==> config.mk <==
export PLATFORM = sky130hd
export DESIGN_NAME = tlge_row_eval
export DESIGN_NICKNAME = d
export VERILOG_FILES = /design/src/design/toroidal_life_generation_engine_assert.svh /design/src/design/tlge_pkg.sv /design/src/design/tlge_row_eval.sv
export SDC_FILE = /design/constraint.sdc
export NUM_CORES = 1
export LEC_CHECK = 0
export BUFFER_PORTS_ARGS = -buffer_cell sky130_fd_sc_hd__buf_2
export CELL_PAD_IN_SITES_DETAIL_PLACEMENT = 1
export CELL_PAD_IN_SITES_GLOBAL_PLACEMENT = 1
export CORE_MARGIN = 2
export CORE_UTILIZATION = 42
export DETAILED_ROUTE_END_ITERATION = 12
export PLACE_DENSITY = 0.9
export SLEW_MARGIN = 0
export SYNTH_ARGS = -nofsm -noshare
export SYNTH_HDL_FRONTEND = slang
export SYNTH_SLANG_ARGS = --single-unit
export TNS_END_PERCENT = 30
==> constraint.sdc <==
create_clock -name vclk -period 9.1
set_clock_uncertainty 0.1 [all_clocks]
set_input_delay 0.455 -clock vclk [all_inputs]
set_output_delay 0.455 -clock vclk [all_outputs]
set_load 0.1 [all_outputs]
==> src/design/toroidal_life_generation_engine_assert.svh <==
// assertion macros for the toroidal life generation engine
`ifndef TOROIDAL_LIFE_GENERATION_ENGINE_ASSERT_SVH
`define TOROIDAL_LIFE_GENERATION_ENGINE_ASSERT_SVH
`ifndef NO_ASSERTIONS
`define TLGE_ASSERT_IMP(lbl, clk, rstn, pre, post) \
	lbl: assert property (@(posedge clk) disable iff (!rstn) (pre) |-> (post)) \
		else $error("tlge assertion failed");
`define TLGE_ASSERT_NXT(lbl, clk, rstn, pre, post) \
	lbl: assert property (@(posedge clk) disable iff (!rstn) (pre) |=> (post)) \
		else $error("tlge assertion failed");
`else
`define TLGE_ASSERT_IMP(lbl, clk, rstn, pre, post)
`define TLGE_ASSERT_NXT(lbl, clk, rstn, pre, post)
`endif
`endif

==> src/design/tlge_pkg.sv <==
// shared types and constants of the toroidal life generation engine
package tlge_pkg;
	localparam int CELL_W = 2;
	localparam int COORD_W = 6;
	localparam int SIDE_W = 7;
	localparam int MIN_SIDE = 3;
	localparam logic [SIDE_W-1:0] SIDE_RESET = 7'd64;
	localparam logic [3:0] BIRTH_COUNT = 4'd3;
	localparam logic [3:0] STAY_COUNT = 4'd2;

	typedef logic [CELL_W-1:0] cell_t;
	localparam cell_t CELL_DEAD = 2'd0;
	localparam cell_t CELL_LIVE = 2'd1;
	localparam cell_t CELL_BORN = 2'd2;

	typedef enum logic [1:0] {
		CMD_CLEAR = 2'd0,
		CMD_WRITE = 2'd1,
		CMD_READ = 2'd2,
		CMD_STEP = 2'd3
	} cmd_t;

	typedef enum logic [2:0] {
		ST_CLEAR,
		ST_IDLE,
		ST_WRITE,
		ST_READ,
		ST_GEN_FIRST,
		ST_GEN_SECOND,
		ST_GEN_ROW
	} state_t;
endpackage

==> src/design/tlge_row_eval.sv <==
// next generation of one grid row from the three old rows around it
module tlge_row_eval #(
	parameter int MAX_SIDE = 64,
	localparam int AW = $clog2(MAX_SIDE),
	localparam int SW = $clog2(MAX_SIDE + 1)
) (
	input  logic [MAX_SIDE-1:0][tlge_pkg::CELL_W-1:0] prev_row,
	input  logic [MAX_SIDE-1:0][tlge_pkg::CELL_W-1:0] cur_row,
	input  logic [MAX_SIDE-1:0][tlge_pkg::CELL_W-1:0] next_row,
	input  logic [SW-1:0]                             side,
	input  logic [AW-1:0]                             last_col,
	output logic [MAX_SIDE-1:0][tlge_pkg::CELL_W-1:0] new_row
);
	import tlge_pkg::*;

	logic [MAX_SIDE-1:0] ap;
	logic [MAX_SIDE-1:0] ac;
	logic [MAX_SIDE-1:0] an;
	logic p_last;
	logic c_last;
	logic n_last;

	always_comb begin
		for (int b = 0; b < MAX_SIDE; b++) begin
			ap[b] = |prev_row[b];
			ac[b] = |cur_row[b];
			an[b] = |next_row[b];
		end
	end

	// wrap column for the leftmost lane
	assign p_last = ap[last_col];
	assign c_last = ac[last_col];
	assign n_last = an[last_col];

	for (genvar b = 0; b < MAX_SIDE; b++) begin : g_lane
		localparam int LEFT = (b == 0) ? 0 : b - 1;
		localparam int RIGHT = (b + 1) % MAX_SIDE;
		logic at_right;
		logic pl, pr, cl, cr, nl, nr;
		logic [3:0] cnt;

		assign at_right = (last_col == AW'(b));
		assign pl = (b == 0) ? p_last : ap[LEFT];
		assign cl = (b == 0) ? c_last : ac[LEFT];
		assign nl = (b == 0) ? n_last : an[LEFT];
		assign pr = at_right ? ap[0] : ap[RIGHT];
		assign cr = at_right ? ac[0] : ac[RIGHT];
		assign nr = at_right ? an[0] : an[RIGHT];
		assign cnt = 4'(pl) + 4'(ap[b]) + 4'(pr) + 4'(cl) + 4'(cr)
			+ 4'(nl) + 4'(an[b]) + 4'(nr);
		assign new_row[b] = (SW'(b) >= side) ? cur_row[b] :
			(cur_row[b] == CELL_DEAD) ? ((cnt == BIRTH_COUNT) ? CELL_BORN : CELL_DEAD) :
			((cnt == STAY_COUNT || cnt == BIRTH_COUNT) ? CELL_LIVE : CELL_DEAD);
	end
endmodule
After elaboration in Yosys (flattened, before gate mapping)
Index checks and enable logic that the tools add are counted.

Bits in registers: 0. Latch bits: 0. Memory bits (writable): 0. Memory bits (read-only): 0. Output and inout port bits: 128. Logic and storage cells: 1475. Memories kept: 0.

Add/subtract/negate cells: 448. Multipliers: 0. Divide/modulo/power cells: 0. Magnitude comparators: 65. Equality and inequality tests: 190. Shift-type cells: 0. Multiplexer cells: 451. Bitwise operators: 0. Reductions and logical operators: 321.

Operators by type and width (number): $add A4 B1 Y4 (256); $eq A4 B2 Y1 const B (128); $mux W2 (192); $reduce_or A2 Y1 (192); $add A3 B1 Y4 (64); $mux W1 (256); $ge A6 B7 Y1 const A (32); $add A2 B1 Y3 (64); $eq A6 B6 Y1 const B (31); $add A1 B1 Y2 (64); $logic_not A2 Y1 (64); $ge A5 B7 Y1 const A (16); $eq A6 B5 Y1 const B (16); $logic_or A1 B1 Y1 (64); $ge A4 B7 Y1 const A (8); $eq A6 B4 Y1 const B (8); $ge A3 B7 Y1 const A (4); $eq A6 B3 Y1 const B (4); $bmux W1 S6 (3); $ge A1 B7 Y1 const A (2); $ge A2 B7 Y1 const A (2); $eq A6 B2 Y1 const B (2); $lt A6 B7 Y1 const B (1); $eq A6 B1 Y1 const B (1); $logic_not A6 Y1 (1).

Logic depth before layout (Yosys ltp)
Word-level depth: 15. Depth in mapped cells: 20. Gate-level depth less buffers: 18.

Least setup slack after synthesis
Ideal clock, no wire load.

Kind: input port to output port. Start: in last_col[0]. End: out new_row[31] (netlist bit). Arrival time: 6581 ps. Required time: 8545 ps. Path slack: 1964 ps. Cell stages on the path: 18. Path buffers: 3. Cells stage by stage: buf_6 -> buf_4 -> nand2_1 -> buf_2 -> nor3_1 -> mux2_2 -> fa_1 -> fa_1 -> inv_1 -> fa_1 -> ha_1 -> inv_1 -> fa_1 -> a2111oi_0 -> a21oi_1 -> nor2_1 -> nand3_1 -> o21ai_0.

RTL lines: start, declared (RTL line tlge_row_eval.sv:11) `input logic [AW-1:0] last_col,`; end, declared (RTL line tlge_row_eval.sv:12) `output logic [MAX_SIDE-1:0][tlge_pkg::CELL_W-1:0] new_row`.

==> flow_metrics.py <==
metrics = {
    "synth": {
        "netlist_area_sq_um": 17900,
        "ys_top_cells_by_area": "fa_1 29%, ha_1 13%, inv_1 11%, nand2_1 5.9%, nor2_1 5.3%",
        "avgSynthCellArea_sq_um": 7.225,
        "synth_largest_area_cell": "fa_1",
        "synth.most_common_cell": "inv_1",
        "synth_fp_nets": 3322,
        "synth_cells": 2477,
        "netlist_top_cells_count": "519 x inv_1, 281 x nand2_1, 256 x fa_1",
        "synth_top_cell_area_share": 0.2864,
        "ys_types": 62,
        "ys_seq_area_frac": 0,
        "yosysWarnings": 0,
    },
    "run_status": {
        "status": "finished, violations left",
        "violations": "capacitance limit, slew limit",
    },
    "cells_and_area": {
        "nFillCells": 5608,
        "finalCoreUtilization": 0.5002,
        "syn2layout_area_growth_pct": 17.51,
        "nNetsFinal": 3799,
        "num-clock-buffers": 0,
        "drive_gt1_frac": 0.2276,
        "regArea_sq_um": 0,
        "design.seq.count": 0,
    },
    "die": {
        "initial_core_util": 0.4257,
        "row_count": 75,
        "ios": 525,
        "die_w_um": 210.4,
        "die_h_um": 210.4,
        "core_sq_um": 42040,
        "die_area_sq_um": 44280,
    },
    "placed_design": {
        "place_hpwl_mm": 71.48,
        "gp_congestion": 0.9243,
        "dp_slack_ns": 1.727,
        "numPortBuffers": 525,
    },
    "pwr": {
        "peakVddDrop_uv": 180.3,
        "power_w": 0.002856,
        "p_per_area_nw_per_um2": 135.8,
        "p_leak_nw": 10.91,
    },
    "cts": {
        "hold_buffers": 0,
        "cts_resized": 0,
        "postCtsSetupBuffers": 0,
    },
    "timing": {
        "tightest_slew_ns": 1.499,
        "fin_crit_sh": 0.8436,
        "grt_setup_unrepaired": "false",
        "hold_viol": 0,
        "fmaxAchievable_ghz": 0.1303,
        "slew_headroom": -0.002943,
        "tns_ns": 0,
        "hold_slack_ns": 1.299,
        "fin_crit_ns": 7.677,
        "layout_setup_ws_ns": 1.423,
        "slew_viol_final": 1,
        "setup_violations": 0,
    },
    "routing": {
        "drtPass1Iterations": 6,
        "routed_wl_mm": 85.17,
        "ant_nets": 0,
        "drt_iter0_drc": 1529,
        "wire_per_inst_um": 24.36,
        "vias_per_cell": 5.948,
        "vias": 20794,
        "drc": 0,
    },
    "critical_path": {
        "critical_path.startpoint_type": "primary input",
        "endpoint_kind": "output pin",
        "crit_type": "primary input to output pin",
        "crit_fanout": 20,
        "worstPathRequired_ns": 8.55,
        "worstPathArrival_ns": 7.12,
    },
    "grt": {
        "grt_pass1_vias": 22876,
        "grt_pass1_wl_mm": 129.1,
        "grt_overflow_total": 0,
        "track_usage": 0.3800,
        "grt_antenna_before_repair": 5,
        "grt_max_degree": 49,
    },
    "hold_path": {
        "hold_path_class": "primary input to output pin",
    },
    "job": {
        "drv_cap": 1,
    },
}
-- layout by cell type, fill, tap and decap left out, drive strengths merged, types with 41 or more instances in the layout --
cell,instances
buf,541
inv,520
nand2,281
fa,256
nor2,254
ha,192
o21ai,186
a21oi,159
nand3,85
or2,78
mux2i,50
nand2b,41
-- area by class of cell --
class | count | area [sq um] | area share
diodes | 5 | 12.51 | 0.0005950
inverters | 524 | 1967 | 0.09353
multi-input cells | 1887 | 15630 | 0.7432
repair buffers | 541 | 2748 | 0.1307
well taps | 539 | 674.4 | 0.03207
-- where the power goes --
group              internal, W  switching (W)
combinational         0.000863        0.00199
clock          0.0000000000136              0
sequential                   0              0
-- logic make-up after synthesis --
group	Yosys count	share of synthesized area
AND/OR/NAND/NOR	834	0.2101
buffers and inverters	590	0.1270
AO/OA/AOI/OAI	508	0.1695
adder cells (fa/ha/maj)	448	0.4206
multiplexers	97	0.07285
-- worst paths after layout --
path / from / endpoint / slack, ns / depth (start not counted)
worst max-delay path: last_col[1] / new_row[80] / 1.42 / 19
worst min-delay path: cur_row[17] / new_row[17] / 1.30 / 4
-- metal layers --
metal / GRT usage / vias up / wire, um
li1: - / 9050 / -
met2: 0.6591 / 1089 / 40760
met4: 0.2125 / 2 / 5257
met5: 0 / - / 13
met3: 0.05289 / 313 / 6604
met1: 0.4539 / 10340 / 32540
-- critical path, cell delays in order --
cell and delay [ns]:
buf_2 0.30, buf_4 0.34, or2_2 0.47, nor2_1 1.18
nand2_1 0.42, o21ai_0 0.38, fa_1 0.49, fa_1 0.52
inv_1 0.05, fa_1 0.51, ha_1 0.18, inv_1 0.06
fa_1 0.39, a2111oi_0 0.48, a21oi_1 0.08, nor2_1 0.15
inv_1 0.05, a21oi_1 0.14, buf_2 0.44
-- per-stage QoR --
step                      instance area, sq um  instances
after detailed placement                 21020       3491
after floorplan                          17900       2477
after CTS                                21020       3491
final                                    21030       3496
after global placement                   21020       3491
after global routing                     21020       3493
Power figures use the tool's default switching activity.
